--- config.mk ---
export PLATFORM = sky130hd
export DESIGN_NAME = sumd_frame_decoder
export DESIGN_NICKNAME = d
export VERILOG_FILES = /design/src/hdl/sumd_pkg.sv /design/src/hdl/sumd_frame_decoder.sv /design/src/hdl/sumd_front.sv /design/src/hdl/sumd_engine.sv
export SDC_FILE = /design/constraint.sdc
export NUM_CORES = 1
export LEC_CHECK = 0
export BUFFER_PORTS_ARGS = -buffer_cell sky130_fd_sc_hd__buf_4
export CAP_MARGIN = 20
export CORE_UTILIZATION = 57
export DETAILED_ROUTE_END_ITERATION = 7
export PLACE_DENSITY_LB_ADDON = 0.15
export SETUP_SLACK_MARGIN = 0.15
export SKIP_LAST_GASP = 1
export SLEW_MARGIN = 30
export SYNTH_ARGS = -nofsm -noshare
export SYNTH_HDL_FRONTEND = slang
export SYNTH_SLANG_ARGS = --single-unit
--- constraint.sdc ---
create_clock -name clk -period 4.58 [get_ports clk]
set_input_delay 0.458 -clock clk [delete_from_list [all_inputs] [get_ports clk]]
set_output_delay 0.458 -clock clk [all_outputs]
set_load 0.005 [all_outputs]
--- src/hdl/sumd_pkg.sv ---
// Shared types, protocol constants and the CRC step for the SUMD frame decoder.
// Used by sumd_front, sumd_engine and sumd_frame_decoder; depends on nothing.
package sumd_pkg;

    // Frame header bytes and limits.
    localparam logic [7:0]  HDR_START    = 8'hA8;
    localparam logic [7:0]  HDR_OK       = 8'h01;
    localparam logic [7:0]  HDR_FAILSAFE = 8'h81;
    localparam logic [7:0]  MIN_CHANNELS = 8'h02;
    localparam logic [6:0]  HDR_LEN      = 7'd3;
    localparam logic [6:0]  CRC_LEN      = 7'd2;
    localparam logic [15:0] CRC_POLY     = 16'h1021;
    localparam logic [15:0] CRC_MSB      = 16'h8000;
    localparam logic [15:0] TIMEOUT_RST  = 16'd100;
    localparam logic [15:0] MS_MAX       = 16'hFFFF;

    // Input item modes and output record kinds.
    localparam logic MODE_BYTE   = 1'b0;
    localparam logic MODE_TICK   = 1'b1;
    localparam logic KIND_CHAN   = 1'b0;
    localparam logic KIND_STATUS = 1'b1;

    // One classified input item as it travels through the queue.
    typedef struct packed {
        logic       is_tick;
        logic [7:0] data;
    } item_t;

    // One result record.
    typedef struct packed {
        logic        kind;
        logic [4:0]  channel_index;
        logic [12:0] channel_value;
        logic [5:0]  channels_received;
        logic        failsafe_active;
        logic        last;
    } record_t;

    // One byte of CRC16-CCITT, MSB first.
    function automatic logic [15:0] crc_byte(input logic [15:0] crc_in, input logic [7:0] v);
        logic [15:0] c;
        c = crc_in ^ {v, 8'h00};
        for (int i = 0; i < 8; i++)
        begin
            if ((c & CRC_MSB) != 16'h0000)
                c = {c[14:0], 1'b0} ^ CRC_POLY;
            else
                c = {c[14:0], 1'b0};
        end
        return c;
    endfunction

endpackage

--- src/hdl/sumd_frame_decoder.sv ---
// Top level of the SUMD frame decoder: joins the input front and the engine.
// Depends on sumd_pkg, sumd_front and sumd_engine.
//
// Takes received bytes (mode 0) and millisecond ticks (mode 1). Bytes go into a
// RING_DEPTH-entry ring. Once a header and the whole frame are held, a CRC16
// check runs, and a good frame yields one channel record per channel. A tick
// yields one status record. A sequencer works on one item at a time. It has a
// single registered ring read port, so each ring byte read is an address state
// and then a data state. Each header probe of a candidate start byte is three
// reads and a return to the scan. A CRC check reads every byte of the frame, and
// the channel emission can be held by an output stall. A two-entry input queue
// lets items arrive while the engine is busy. Ring contents are not cleared at
// reset; only written entries are ever read.
module sumd_frame_decoder
#(
    parameter int RING_DEPTH   = 128,
    parameter int MAX_CHANNELS = 32
)
(
    input  logic        clk,
    input  logic        rst_n,
    input  logic        in_valid,
    output logic        in_ready,
    input  logic        mode,
    input  logic [7:0]  rx_byte,
    output logic        out_valid,
    input  logic        out_ready,
    output logic        kind,
    output logic [4:0]  channel_index,
    output logic [12:0] channel_value,
    output logic [5:0]  channels_received,
    output logic        failsafe_active,
    output logic        last,
    input  logic        cfg_we,
    input  logic [15:0] cfg_wdata
);

    logic              q_valid;
    logic              q_pop;
    sumd_pkg::item_t   q_item;
    sumd_pkg::record_t rec;

    sumd_front u_front
    (
        .clk      (clk),
        .rst_n    (rst_n),
        .in_valid (in_valid),
        .in_ready (in_ready),
        .mode     (mode),
        .rx_byte  (rx_byte),
        .q_valid  (q_valid),
        .q_pop    (q_pop),
        .q_item   (q_item)
    );

    sumd_engine
    #(
        .RING_DEPTH   (RING_DEPTH),
        .MAX_CHANNELS (MAX_CHANNELS)
    )
    u_engine
    (
        .clk       (clk),
        .rst_n     (rst_n),
        .q_valid   (q_valid),
        .q_pop     (q_pop),
        .q_item    (q_item),
        .cfg_we    (cfg_we),
        .cfg_wdata (cfg_wdata),
        .out_valid (out_valid),
        .out_ready (out_ready),
        .out_rec   (rec)
    );

    // Record fields onto their own ports.
    assign kind              = rec.kind;
    assign channel_index     = rec.channel_index;
    assign channel_value     = rec.channel_value;
    assign channels_received = rec.channels_received;
    assign failsafe_active   = rec.failsafe_active;
    assign last              = rec.last;

endmodule

--- src/hdl/sumd_front.sv ---
// Front part of the SUMD decoder: accepts input items, classifies them and
// holds them in a two-entry queue for the engine. Depends on sumd_pkg.
module sumd_front
(
    input  logic            clk,
    input  logic            rst_n,
    input  logic            in_valid,
    output logic            in_ready,
    input  logic            mode,
    input  logic [7:0]      rx_byte,
    output logic            q_valid,
    input  logic            q_pop,
    output sumd_pkg::item_t q_item
);

    sumd_pkg::item_t slot_reg [2];
    logic            wr_ptr_reg;
    logic            wr_ptr_next;
    logic            rd_ptr_reg;
    logic            rd_ptr_next;
    logic [1:0]      count_reg;
    logic [1:0]      count_next;
    logic            push;
    logic            pop;
    sumd_pkg::item_t item_in;

    // Classify the incoming transfer.
    always_comb
    begin
        item_in.is_tick = (mode == sumd_pkg::MODE_TICK);
        item_in.data    = rx_byte;
    end

    assign in_ready = (count_reg != 2'd2);
    assign q_valid  = (count_reg != 2'd0);
    assign q_item   = slot_reg[rd_ptr_reg];
    assign push     = in_valid && in_ready;
    assign pop      = q_pop && q_valid;

    // Queue pointer and fill count update.
    always_comb
    begin
        wr_ptr_next = push ? ~wr_ptr_reg : wr_ptr_reg;
        rd_ptr_next = pop ? ~rd_ptr_reg : rd_ptr_reg;
        count_next  = count_reg;
        if (push && !pop)
            count_next = count_reg + 2'd1;
        else if (pop && !push)
            count_next = count_reg - 2'd1;
    end

    always_ff @(posedge clk or negedge rst_n)
    begin
        if (!rst_n)
        begin
            wr_ptr_reg <= 1'b0;
            rd_ptr_reg <= 1'b0;
            count_reg  <= 2'd0;
        end
        else
        begin
            wr_ptr_reg <= wr_ptr_next;
            rd_ptr_reg <= rd_ptr_next;
            count_reg  <= count_next;
        end
    end

    // Queue storage.
    always_ff @(posedge clk)
    begin
        if (push)
            slot_reg[wr_ptr_reg] <= item_in;
    end

endmodule

--- src/hdl/sumd_engine.sv ---
// Back part of the SUMD decoder: byte ring, header scan, CRC check, channel
// emission and status records. Depends on sumd_pkg.
module sumd_engine
#(
    parameter int RING_DEPTH   = 128,
    parameter int MAX_CHANNELS = 32
)
(
    input  logic              clk,
    input  logic              rst_n,
    input  logic              q_valid,
    output logic              q_pop,
    input  sumd_pkg::item_t   q_item,
    input  logic              cfg_we,
    input  logic [15:0]       cfg_wdata,
    output logic              out_valid,
    input  logic              out_ready,
    output sumd_pkg::record_t out_rec
);

    localparam int          PW      = $clog2(RING_DEPTH);
    localparam logic [PW:0] DEPTH_W = (PW + 1)'(RING_DEPTH);
    localparam logic [7:0]  MAX_CH  = 8'(MAX_CHANNELS);

    typedef enum logic [10:0] {
        S_IDLE    = 11'b000_0000_0001,
        S_SCAN    = 11'b000_0000_0010,
        S_HDR_A   = 11'b000_0000_0100,
        S_HDR_D   = 11'b000_0000_1000,
        S_CRC_A   = 11'b000_0001_0000,
        S_CRC_D   = 11'b000_0010_0000,
        S_CRC_END = 11'b000_0100_0000,
        S_HI_A    = 11'b000_1000_0000,
        S_HI_D    = 11'b001_0000_0000,
        S_LO_A    = 11'b010_0000_0000,
        S_LO_D    = 11'b100_0000_0000
    } state_t;

    state_t            state_reg, state_next;
    logic [PW-1:0]     rp_reg, rp_next;
    logic [PW-1:0]     wp_reg, wp_next;
    logic              hdr_seen_reg, hdr_seen_next;
    logic [5:0]        cnt_reg, cnt_next;
    logic              fs_reg, fs_next;
    logic [5:0]        last_cnt_reg, last_cnt_next;
    logic [15:0]       ms_reg, ms_next;
    logic [15:0]       timeout_reg;
    logic [15:0]       crc_reg, crc_next;
    logic [6:0]        k_reg, k_next;
    logic [4:0]        ch_reg, ch_next;
    logic [7:0]        h0_reg, h0_next;
    logic [7:0]        h1_reg, h1_next;
    logic              out_valid_reg, out_valid_next;
    sumd_pkg::record_t out_rec_reg, out_rec_next;

    logic [7:0]        ring [RING_DEPTH];
    logic [7:0]        rd_data_reg;
    logic              rd_en;
    logic [6:0]        rd_off;
    logic [PW-1:0]     rd_addr;
    logic              wr_en;

    logic [PW:0]       held;
    logic [6:0]        flen;
    logic              slot_free;
    logic [15:0]       ms_inc;
    logic [PW-1:0]     wp_inc;
    logic              hdr_ok;
    logic [12:0]       ch_value;

    // Ring index plus offset, wrapped once at the depth.
    function automatic logic [PW-1:0] ring_add(input logic [PW-1:0] base, input logic [6:0] off);
        logic [PW:0] s;
        s = {1'b0, base} + (PW + 1)'(off);
        if (s >= DEPTH_W)
            s = s - DEPTH_W;
        return s[PW-1:0];
    endfunction

    // Derived values shared by several states.
    always_comb
    begin
        if (wp_reg >= rp_reg)
            held = {1'b0, wp_reg} - {1'b0, rp_reg};
        else
            held = {1'b0, wp_reg} + DEPTH_W - {1'b0, rp_reg};
        flen      = {cnt_reg, 1'b0} + sumd_pkg::HDR_LEN + sumd_pkg::CRC_LEN;
        slot_free = !out_valid_reg || out_ready;
        ms_inc    = (ms_reg == sumd_pkg::MS_MAX) ? ms_reg : ms_reg + 16'd1;
        wp_inc    = ring_add(wp_reg, 7'd1);
        hdr_ok    = (h0_reg == sumd_pkg::HDR_START)
                    && (h1_reg == sumd_pkg::HDR_OK || h1_reg == sumd_pkg::HDR_FAILSAFE)
                    && (rd_data_reg >= sumd_pkg::MIN_CHANNELS) && (rd_data_reg <= MAX_CH);
        ch_value  = {h0_reg, 5'b00000} + {8'h00, rd_data_reg[7:3]};
    end

    // Sequencer for one item at a time.
    always_comb
    begin
        state_next     = state_reg;
        rp_next        = rp_reg;
        wp_next        = wp_reg;
        hdr_seen_next  = hdr_seen_reg;
        cnt_next       = cnt_reg;
        fs_next        = fs_reg;
        last_cnt_next  = last_cnt_reg;
        ms_next        = ms_reg;
        crc_next       = crc_reg;
        k_next         = k_reg;
        ch_next        = ch_reg;
        h0_next        = h0_reg;
        h1_next        = h1_reg;
        out_valid_next = out_valid_reg && !out_ready;
        out_rec_next   = out_rec_reg;
        q_pop          = 1'b0;
        rd_en          = 1'b0;
        rd_off         = k_reg;
        wr_en          = 1'b0;

        unique case (state_reg)
            S_IDLE:
            begin
                if (q_valid && q_item.is_tick && slot_free)
                begin
                    q_pop                          = 1'b1;
                    ms_next                        = ms_inc;
                    out_valid_next                 = 1'b1;
                    out_rec_next.kind              = sumd_pkg::KIND_STATUS;
                    out_rec_next.channel_index     = 5'd0;
                    out_rec_next.channel_value     = 13'd0;
                    out_rec_next.channels_received = last_cnt_reg;
                    out_rec_next.failsafe_active   = fs_reg || (ms_inc > timeout_reg);
                    out_rec_next.last              = 1'b1;
                end
                else if (q_valid && !q_item.is_tick)
                begin
                    q_pop   = 1'b1;
                    wr_en   = 1'b1;
                    wp_next = wp_inc;
                    if (wp_inc == rp_reg)
                        rp_next = ring_add(rp_reg, 7'd1);
                    state_next = S_SCAN;
                end
            end
            S_SCAN:
            begin
                k_next   = 7'd0;
                crc_next = 16'h0000;
                if (hdr_seen_reg)
                    state_next = (held >= (PW + 1)'(flen)) ? S_CRC_A : S_IDLE;
                else
                    state_next = (held >= (PW + 1)'(sumd_pkg::HDR_LEN)) ? S_HDR_A : S_IDLE;
            end
            S_HDR_A:
            begin
                rd_en      = 1'b1;
                rd_off     = k_reg;
                state_next = S_HDR_D;
            end
            S_HDR_D:
            begin
                k_next     = k_reg + 7'd1;
                state_next = S_HDR_A;
                if (k_reg == 7'd0)
                    h0_next = rd_data_reg;
                else if (k_reg == 7'd1)
                    h1_next = rd_data_reg;
                else
                begin
                    state_next = S_SCAN;
                    if (hdr_ok)
                    begin
                        hdr_seen_next = 1'b1;
                        fs_next       = (h1_reg == sumd_pkg::HDR_FAILSAFE);
                        cnt_next      = rd_data_reg[5:0];
                    end
                    else
                        rp_next = ring_add(rp_reg, 7'd1);
                end
            end
            S_CRC_A:
            begin
                rd_en      = 1'b1;
                rd_off     = k_reg;
                state_next = S_CRC_D;
            end
            S_CRC_D:
            begin
                crc_next   = sumd_pkg::crc_byte(crc_reg, rd_data_reg);
                k_next     = k_reg + 7'd1;
                state_next = (k_reg + 7'd1 == flen) ? S_CRC_END : S_CRC_A;
            end
            S_CRC_END:
            begin
                hdr_seen_next = 1'b0;
                ch_next       = 5'd0;
                if (crc_reg != 16'h0000)
                begin
                    rp_next    = ring_add(rp_reg, 7'd1);
                    state_next = S_IDLE;
                end
                else
                begin
                    last_cnt_next = cnt_reg;
                    ms_next       = 16'd0;
                    state_next    = S_HI_A;
                end
            end
            S_HI_A:
            begin
                rd_en      = 1'b1;
                rd_off     = {1'b0, ch_reg, 1'b0} + sumd_pkg::HDR_LEN;
                state_next = S_HI_D;
            end
            S_HI_D:
            begin
                h0_next    = rd_data_reg;
                state_next = S_LO_A;
            end
            S_LO_A:
            begin
                rd_en      = 1'b1;
                rd_off     = {1'b0, ch_reg, 1'b0} + sumd_pkg::HDR_LEN + 7'd1;
                state_next = S_LO_D;
            end
            S_LO_D:
            begin
                // Hold the fetched byte until the output register is free.
                if (slot_free)
                begin
                    out_valid_next                 = 1'b1;
                    out_rec_next.kind              = sumd_pkg::KIND_CHAN;
                    out_rec_next.channel_index     = ch_reg;
                    out_rec_next.channel_value     = ch_value;
                    out_rec_next.channels_received = last_cnt_reg;
                    out_rec_next.failsafe_active   = fs_reg;
                    out_rec_next.last              = ({1'b0, ch_reg} + 6'd1 == cnt_reg);
                    if ({1'b0, ch_reg} + 6'd1 == cnt_reg)
                    begin
                        rp_next    = ring_add(rp_reg, flen);
                        state_next = S_IDLE;
                    end
                    else
                    begin
                        ch_next    = ch_reg + 5'd1;
                        state_next = S_HI_A;
                    end
                end
            end
            default:
            begin
                state_next = S_IDLE;
            end
        endcase
    end

    assign rd_addr = ring_add(rp_reg, rd_off);

    // Control and status registers.
    always_ff @(posedge clk or negedge rst_n)
    begin
        if (!rst_n)
        begin
            state_reg     <= S_IDLE;
            rp_reg        <= '0;
            wp_reg        <= '0;
            hdr_seen_reg  <= 1'b0;
            cnt_reg       <= 6'd0;
            fs_reg        <= 1'b1;
            last_cnt_reg  <= 6'd0;
            ms_reg        <= 16'd0;
            timeout_reg   <= sumd_pkg::TIMEOUT_RST;
            out_valid_reg <= 1'b0;
        end
        else
        begin
            state_reg     <= state_next;
            rp_reg        <= rp_next;
            wp_reg        <= wp_next;
            hdr_seen_reg  <= hdr_seen_next;
            cnt_reg       <= cnt_next;
            fs_reg        <= fs_next;
            last_cnt_reg  <= last_cnt_next;
            ms_reg        <= ms_next;
            out_valid_reg <= out_valid_next;
            if (cfg_we)
                timeout_reg <= cfg_wdata;
        end
    end

    // Working registers that carry payload only.
    always_ff @(posedge clk)
    begin
        crc_reg     <= crc_next;
        k_reg       <= k_next;
        ch_reg      <= ch_next;
        h0_reg      <= h0_next;
        h1_reg      <= h1_next;
        out_rec_reg <= out_rec_next;
    end

    // Byte ring with one write and one registered read port.
    always_ff @(posedge clk)
    begin
        if (wr_en)
            ring[wp_reg] <= q_item.data;
        if (rd_en)
            rd_data_reg <= ring[rd_addr];
    end

    assign out_valid = out_valid_reg;
    assign out_rec   = out_rec_reg;

`ifndef SYNTHESIS
    a_pop_idle: assert property (@(posedge clk) disable iff (!rst_n)
        q_pop |-> (state_reg == S_IDLE))
        else $error("queue popped while an item is in progress");
    a_hdr_count: assert property (@(posedge clk) disable iff (!rst_n)
        hdr_seen_reg |-> (cnt_reg >= 6'd2 && 8'(cnt_reg) <= MAX_CH))
        else $error("held header has an illegal channel count");
    a_crc_hdr: assert property (@(posedge clk) disable iff (!rst_n)
        (state_reg == S_CRC_A || state_reg == S_CRC_D) |-> hdr_seen_reg)
        else $error("CRC walk without a held header");
    a_load_free: assert property (@(posedge clk) disable iff (!rst_n)
        (out_valid_reg && !out_ready) |=> $stable(out_rec_reg))
        else $error("pending record overwritten");
`endif

endmodule

======== Yosys cells after proc, flatten, opt, wreduce, memory -nomap -nowiden ========
Memories as Yosys holds them, arrays and structs flattened. A register that Yosys moved wholly into a read port is not among the register bits.
Cells that the tools add are included.
word-level totals
  memory bits (writable) .................. 1,042
  flip-flop bits (word level) ............. 147
  memories ................................ 2
  output and inout bits ................... 29
  word-level logic and storage cells ...... 227
  input port bits ......................... 30
operators by class
  magnitude comparators ................... 10
  equality and inequality tests ........... 34
  bitwise operators ....................... 15
  $add $sub $neg .......................... 22
  reductions and logical operators ........ 44
  multiplexer cells ....................... 76
memory list
  memory            depth  bits a word  read ports  clocked after Yosys merged registers in  wr ports  line               RTL
  u_engine.ring     128    8            1           1                                        1         sumd_engine.sv:56  logic [7:0] ring [RING_DEPTH];
  u_front.slot_reg  2      9            1           0                                        1         sumd_front.sv:16   sumd_pkg::item_t slot_reg [2];
operators by type and width
  cell                                                                                  number
  16-bit 2-to-1 mux                                                                     10
  11-bit one-hot mux with 11 select lines                                               1
  13-bit 2-to-1 mux                                                                     8
  7-bit 2-to-1 mux                                                                      14
  16-bit one-hot mux with 2 select lines                                                2
  11-bit 2-to-1 mux                                                                     5
  27-bit 2-to-1 mux                                                                     2
  27-bit one-hot mux with 2 select lines                                                1
  8-bit greater-or-equal comparator (second input constant)                             4
  8-bit 2-to-1 mux                                                                      4
  7-bit one-hot mux with 2 select lines                                                 2
  7-bit one-hot mux with 4 select lines                                                 1
  7-bit by 1-bit subtractor with 7-bit output (second input constant)                   4
  3-bit inverter                                                                        8
  3-bit AND reduction                                                                   6
  2-bit nonzero test                                                                    9
  16-bit by 1-bit adder with 16-bit output (second input constant)                      1
  7-bit by 1-bit adder with 8-bit output (second input constant)                        2
  7-bit by 7-bit adder with 8-bit output                                                2
  16-bit equality test (second input constant)                                          1
  8-bit equality test (second input constant)                                           2
  8-bit by 2-bit greater-or-equal comparator with 1-bit output (second input constant)  2
  16-bit greater-than comparator                                                        1
  2-bit by 1-bit != test with 1-bit output (second input constant)                      8
  other kinds (50)                                                                      101

======== Longest topological paths before layout ========
Gate-level depths: netlist (run 1).
  depth after elaboration ................. 25
  gate-level depth with buffers ........... 19
  depth with buffers taken out ............ 16

======== Modules after synthesis ========
Synthesis (run 1) repeated with hierarchy kept, for this count alone.
unflattened totals
  cell total of the unflattened synthesis .. 2,512
  area total of the unflattened synthesis .. 48,891.9 um2
by module, submodules not included
  module       cells each  seq. area each (um2)  instances  area an instance (um2)
  sumd_engine  2,466       34,929.8              1          48,031.1
  sumd_front   46          640.6                 1          860.8

======== Worst setup path before layout (run 1) ========
Ideal clock, no wire load.
  path type ............................... flip-flop to flip-flop
  start ................................... register u_engine.state_reg[7]
  end ..................................... register u_engine.rd_data_reg[0], read port of u_engine.ring, data pin
  arrival time ............................ 4.179 ns
  slack ................................... 0.141 ns
  cell stages (with the launch flop) ...... 15
  data required time ...................... 4.320 ns
  setup time .............................. 0.260 ns
  clock period less this slack ............ 4.439 ns
  buffers on the path ..................... 2
  cells stage by stage .................... dfrtp_1 > nor4_1 > nand2_1 > nor4b_4 > nand2_1 > o211ai_1 > inv_1 > fa_1 > clkbuf_1 > clkbuf_1 > mux4_2 > mux4_2 > mux2i_1 > mux2i_1 > mux2_2
on the way
  longest elaborated chain between the ends .. 5
  elaborated cells on any way between the ends .. 11
  those cells by class .................... add/sub: 2; order compare: 1; eq/ne: 4; mux: 3; reduce/logical: 1
ends and longest elaborated chain
  item                                                                                                                        line                                  RTL
  start: declaration                                                                                                          sumd_engine.sv:39                     state_t state_reg, state_next;
  start signal: assignment                                                                                                    sumd_engine.sv:277                    state_reg <= state_next;
  11-bit by 10-bit equality test with 1-bit output / 11-bit by 8-bit equality test with 1-bit output (equally long branches)  sumd_engine.sv:120                    unique case (state_reg)
  7-bit one-hot mux with 2 select lines                                                                                       sumd_engine.sv:120
  7-bit by 7-bit adder with 8-bit output                                                                                      sumd_engine.sv:74                     s = {1'b0, base} + (PW + 1)'(off);
  7-bit by 1-bit subtractor with 7-bit output / 8-bit greater-or-equal comparator (equally long branches)                     sumd_engine.sv:76, sumd_engine.sv:75
  7-bit 2-to-1 mux                                                                                                            sumd_engine.sv:75                     if (s >= DEPTH_W)
  end: declaration                                                                                                            sumd_engine.sv:57                     logic [7:0] rd_data_reg;
Parallel ways exist; a longest one is shown, timed or not.
A chain may end at the register's enable or synchronous reset.

======== Worst setup path in the final report (run 1) ========
  start ................................... register u_engine.state_reg[7]
  end ..................................... register u_engine.rd_data_reg[3], read port of u_engine.ring, data pin
The elaborated chain is that of the path after synthesis.

==> impl_metrics.ini, run 1 <==
[placement]
dpl_worst_slack_ns = -0.374
dp_cells = 3718
dp_hpwl_um = 70000
port_buffers = 58
place_congestion = 0.883

[global_route]
grt_pass1_wl_um = 165000
track_usage_pct = 26.5
gr-total-overflow = 0
grt_max_degree = 95
grt_antenna_before_repair = 1
grt_pass1_vias = 25500

[power_and_ir_drop]
p_per_area_mw_per_mm2 = 700
total_power_mw = 39.6
vdd_drop_max_uv = 397
p_leak_nw = 18.9

[synth]
synth-seq-cells = 1197
ys_top_cells_by_area = edfxtp_1 (69%), mux4_2 (15%), dfrtp_1 (3.6%)
yosys_warnings = 0
ys_types = 70
ys.flop_type = edfxtp_1
syn-cell-area_mm2 = 0.0488
synthCells = 2478
synth-edff-count = 1121
avgSynthCellArea_um2 = 19.7
yosysTopAreaCellShare_pct = 69.0
post-synth-top-area-cell = edfxtp_1
synth_nets = 2560
synth_seq_area_share_pct = 72.9
synth_async_sr_flop_share_pct = 6.35

[routing]
wl_per_cell_um = 28.1
wl_met1_um = 44700
first_iter_violations = 2439
vias = 24800
routed_wl_um = 112000
vias_per_cell = 6.23
antenna_left = 0
drtPass1Iterations = 6
remaining_drc_errors = 0
dr_wl_met2_um = 55300
wl_met3_um = 8750
top_layer = met5

[floorplan]
initial_core_util_pct = 57.9
fp.coreArea_mm2 = 0.0842
die_h_um = 295
dieWidth_um = 295
io_pins = 59
rows = 106
dieArea_mm2 = 0.0868

[hold_path]
hold_depth = 3
min_from = cfg_we
whs_endpoint = u_engine.timeout_reg[5]$_DFFE_PN1P_
hp-class = in -> reg

[clock_network]
cts_tree = done
cts_sinks = 1197
clockBufferDepth = 3
cts_made_buffers = 116
clk_latency_ns = 0.72
cts-root-buf = clkbuf_16
htree_levels = 3
clk_pin_slew_ns = 0.06

[critical_path]
start_kind = register
slowest_delay_ns = 0.66
path_cells = nor4_4 > nand2_2 > nor4b_4 > nand2_1 > o211ai_1 > o211ai_1 > inv_1 > fa_4 > buf_8 > buf_12 > buf_12 > mux4_2 > mux4_2 > mux2i_1 > buf_4 > mux2i_1 > mux2_4
endpoint_kind = register
rr_startpoint = u_engine.state_reg[7]$_DFFE_PN0P_
worstReg2RegEnd = u_engine.rd_data_reg[3]$_DFFE_PP_
path_max_fanout = 6
critPathRequiredTime_ns = 5.01
path_class = reg -> reg
slowest_stage = fa_4
crit_arrival_ns = 5.11
r2r_cells = 17
rrSetupSlack_ns = -0.09

[timing]
worst_pin_slew_ns = 1.04
slew_headroom_pct = 30.6
rsz0062_at_grt = yes
period_needed_ns = 4.67
slew_violations = 0
setup_ws_ns = -0.0923
setup_viol = 8
period_share_pct = 102
holdWs_ns = 0.148
hold_viol = 0
fmax_ghz = 0.214
final.setup_skew_ns = 0.0667

[status]
violations = setup timing
outcome = finished, violations left

[finish]
fillCellCount = 5405
final_cell_mix = edfxtp_1 (1121), mux4_2 (320), nor2_1 (197), buf_4 (183), clkbuf_16 (119)
finish.utilization_pct = 67.3
fin_cells = 3987
largest_reg_flops = 1024
final_common_cell = edfxtp_1
nets = 2835
syn2layout_area_growth_pct = 16.1
drive_gt1_share_pct = 28.5
n_antenna_cell = 0

[job]
cap_violations = 0
## critical path: cells and delay by family, from the launching register on
family                   cells  cell delay (ns)
flip-flops                   1             0.41
AO/OA/AOI/OAI                2             0.26
multiplexers                 5             1.44
AND/OR/NAND/NOR              4             0.93
buffers and inverters        5             0.74
adder cells (fa/ha/maj)      1             0.66
## power by group
| part | internal, mW | leakage, nW | switching (mW) |
|---|---|---|---|
| sequential | 13.6 | 11.1 | 0.266 |
| clock | 5.55 | 1.88 | 4.13 |
| combinational | 7.86 | 5.99 | 8.27 |
| total | 27.0 | 18.9 | 12.7 |
## per-layer routing
metal / up-vias / track usage (%)
met3: 187 / 5.59
met5: - / 0
li1: 10600 / -
met2: 1009 / 42.8
met4: 2 / 8.02
met1: 13100 / 36.6
## cell usage after synthesis (7+ instances only)
cell type     n
edfxtp_1   1121
clkbuf_1     69
dfrtp_1      71
o21a_1       12
mux2i_1      51
nand3_1      32
nor3_1       10
nor2_1      200
nand2_1      70
xnor2_1      60
mux2_2       31
buf_2        31
and3_1        9
nor4_1       11
a21oi_1      33
and2_1       22
ha_1         49
nand4_1       7
mux4_2      320
nor2b_1      23
xor2_1       29
o21ai_0      50
inv_1        47
a31oi_1       8
## kinds of logic after synthesis
logic type,count (synthesis),share of synthesized area [%]
xor+xnor,90,1.63
mux,403,16.6
buf+inv,155,1.29
simple gates,435,4.39
fa+ha+maj,52,1.38
flops,1197,72.9
compound gates,146,1.86
## repair_timing
action                     CTS  global route
hold buffers                25             1
setup endpoints to repair    8             8
hold endpoints to repair   104             1
buffers inserted            10             5
cloned                       7             3
pin swaps                    5             7
resized for setup           34            10
## stage by stage
step | cell area (um2) | setup TNS, ns
after CTS | 56500 | -1.09
after detailed placement | 51900 | -2.66
after global routing | 56700 | -1.63
after global placement | 51800 | -2.36
after floorplan | 48800 | 0
final | 56700 | -0.399
## how the worst max path moves through the flow
stage	slack, ns	startpoint	endpoint	depth (start not counted)
after CTS	-0.16	u_engine.state_reg[8]$_DFFE_PN0P_	u_engine.rd_data_reg[3]$_DFFE_PP_	16
final	-0.09	u_engine.state_reg[7]$_DFFE_PN0P_	u_engine.rd_data_reg[3]$_DFFE_PP_	17
after floorplan	0.17	u_engine.state_reg[7]$_DFFE_PN0P_	u_engine.rd_data_reg[0]$_DFFE_PP_	13
after global routing	-0.24	u_engine.state_reg[5]$_DFFE_PN0P_	u_engine.rd_data_reg[2]$_DFFE_PP_	16
after detailed placement	-0.37	u_engine.state_reg[7]$_DFFE_PN0P_	u_engine.rd_data_reg[3]$_DFFE_PP_	14
after global placement	-0.33	u_engine.state_reg[7]$_DFFE_PN0P_	u_engine.rd_data_reg[3]$_DFFE_PP_	14
## area by class of cell
type                       count  area, um2  share of cell area (%)
tap                         1134       1420                    2.50
multi-input combinational   1126      12800                    22.6
timing repair buffer         265       2790                    4.93
sequential                  1197      35600                    62.8
clock inverter                81        905                    1.60
inverter                      47        176                   0.311
clock buffer                 137       2990                    5.28
No activity file was read; power rests on OpenSTA's default activity.
==> run 2, diff against run 1 <==
SKIP_LAST_GASP = default   (was 1)
==> run 2 against run 1 <==
Against the previous run:
- the flow still finishes with violations (setup timing)
- clock skew is essentially flat
- sequential power is essentially flat
- routed wire length is essentially flat
- count of clock-buffer cells in the layout is the same
- power is essentially flat
- clock power is essentially flat
==> impl_metrics.ini, run 2 (synthesized netlist as in run 1, its figures left out) <==
[clock_network]
cts_made_buffers = 116
cts_tree = done
clk_latency_ns = 0.72
clk_pin_slew_ns = 0.06
cts-root-buf = clkbuf_16
clockBufferDepth = 3
cts_sinks = 1197
htree_levels = 3

[routing]
first_iter_violations = 2437
dr_wl_met2_um = 55400
wl_met1_um = 44800
remaining_drc_errors = 0
vias_per_cell = 6.21
drtPass1Iterations = 5
wl_per_cell_um = 28.1
wl_met3_um = 8550
antenna_left = 0
top_layer = met5
vias = 24700
routed_wl_um = 112000

[placement]
dpl_worst_slack_ns = -0.374
port_buffers = 58
dp_hpwl_um = 70000
dp_cells = 3718
place_congestion = 0.883
dpl-instance-area_mm2 = 0.0519

[timing]
fmax_ghz = 0.214
period_share_pct = 102
rsz0062_at_grt = yes
setup_ws_ns = -0.0883
setup_viol = 7
slew_violations = 0
period_needed_ns = 4.67
slew_headroom_pct = 31.3
hold_viol = 0
worst_pin_slew_ns = 1.03
final.setup_skew_ns = 0.0671
timing.setup.tns_ns = -0.342

[finish]
syn2layout_area_growth_pct = 16.2
final_cell_mix = edfxtp_1 (1121), mux4_2 (320), nor2_1 (197), buf_4 (182), clkbuf_16 (119)
postLayoutCellArea_mm2 = 0.0567
drive_gt1_share_pct = 28.5
nets = 2835
final_common_cell = edfxtp_1
fin_cells = 3987
n_antenna_cell = 0
largest_reg_flops = 1024

[job]
cap_violations = 0

[global_route]
gr-total-overflow = 0
grt_max_degree = 95
track_usage_pct = 26.5
grt_pass1_wl_um = 165000
grt_pass1_vias = 25500
grt_antenna_before_repair = 1

[critical_path]
start_kind = register
r2r_cells = 16
crit_arrival_ns = 5.11
critPathRequiredTime_ns = 5.02
endpoint_kind = register
path_class = reg -> reg
path_max_fanout = 6

[floorplan]
initial_core_util_pct = 57.9
io_pins = 59
dieArea_mm2 = 0.0868
rows = 106
die_h_um = 295
fp.coreArea_mm2 = 0.0842
dieWidth_um = 295

[power_and_ir_drop]
p_leak_nw = 18.9
p_per_area_mw_per_mm2 = 700
vdd_drop_max_uv = 398

[hold_path]
hp-class = in -> reg
hold_depth = 3

[status]
violations = setup timing
outcome = finished, violations left
run 2: cell counts in the layout (fill, tap and decap cells not counted):
No cell type changed its count.
run 2: stage by stage:
stage / hold WS [ns] / util [%] / power, mW
6_report: 0.147 / 67.3 / 39.7
5_1_grt: 0.128 / 67.3 / 41.1
4_1_cts: 0.0114 / 67.1 / 39.6
3_5_place_dp: 0.432 / 61.6 / 29.0
3_3_place_gp: 0.433 / 61.5 / 28.7
2_1_floorplan: 0.162 / - / 23.1
run 2: layout make-up:
class / instances / area, um2
Sequential cell: 1197 / 35600
Fill cell: 5403 / 27500
Multi-Input combinational cell: 1126 / 12800
Clock buffer: 137 / 2990
Timing Repair Buffer: 265 / 2800
Tap cell: 1134 / 1420
Clock inverter: 81 / 905
Inverter: 47 / 176
run 2: critical path: stages (launching register included):
cell and delay, ns:
dfrtp_1 0.41, nor4_4 0.36, nand2_2 0.13, nor4b_4 0.32
nand2_1 0.12, o211ai_1 0.14, inv_1 0.11, fa_4 0.81
buf_8 0.15, buf_12 0.16, buf_8 0.13, mux4_2 0.38
mux4_2 0.51, mux2i_2 0.20, buf_4 0.17, mux2i_1 0.07
mux2_2 0.27
run 2: path summary, 6_finish.rpt:
check / start / end / slack [ns]
max: u_engine.state_reg[7]$_DFFE_PN0P_ / u_engine.rd_data_reg[2]$_DFFE_PP_ / -0.09
min: cfg_we / u_engine.timeout_reg[5]$_DFFE_PN1P_ / 0.15
max reg2reg: u_engine.state_reg[7]$_DFFE_PN0P_ / u_engine.rd_data_reg[2]$_DFFE_PP_ / -0.09
min reg2reg: u_engine.last_cnt_reg[0]$_DFFE_PN0P_ / u_engine.out_rec[2]$_DFFE_PP_ / 0.44
max in group asynchronous: rst_n / u_engine.rp_reg[3]$_DFFE_PN0P_ / 3.68
min in group asynchronous: rst_n / u_engine.wp_reg[3]$_DFFE_PN0P_ / 0.40
run 2: power by group:
part | internal [mW] | switching, mW
Sequential | 13.6 | 0.267
Combinational | 7.89 | 8.27
Clock | 5.55 | 4.12
run 2: what timing repair did:
action	CTS	global route
gates resized for setup	34	14
endpoints found under the hold margin	104	1
setup buffers	10	5
hold buffers	25	1
pin swaps	5	7
gates cloned	7	3
endpoints found under the setup margin	8	8
run 2: routing by layer:
metal | up-vias | global-route usage (%)
li1 | 10600 | -
met1 | 13000 | 36.6
met2 | 983 | 42.8
met3 | 188 | 5.59
met4 | 2 | 8.02
met5 | - | 0
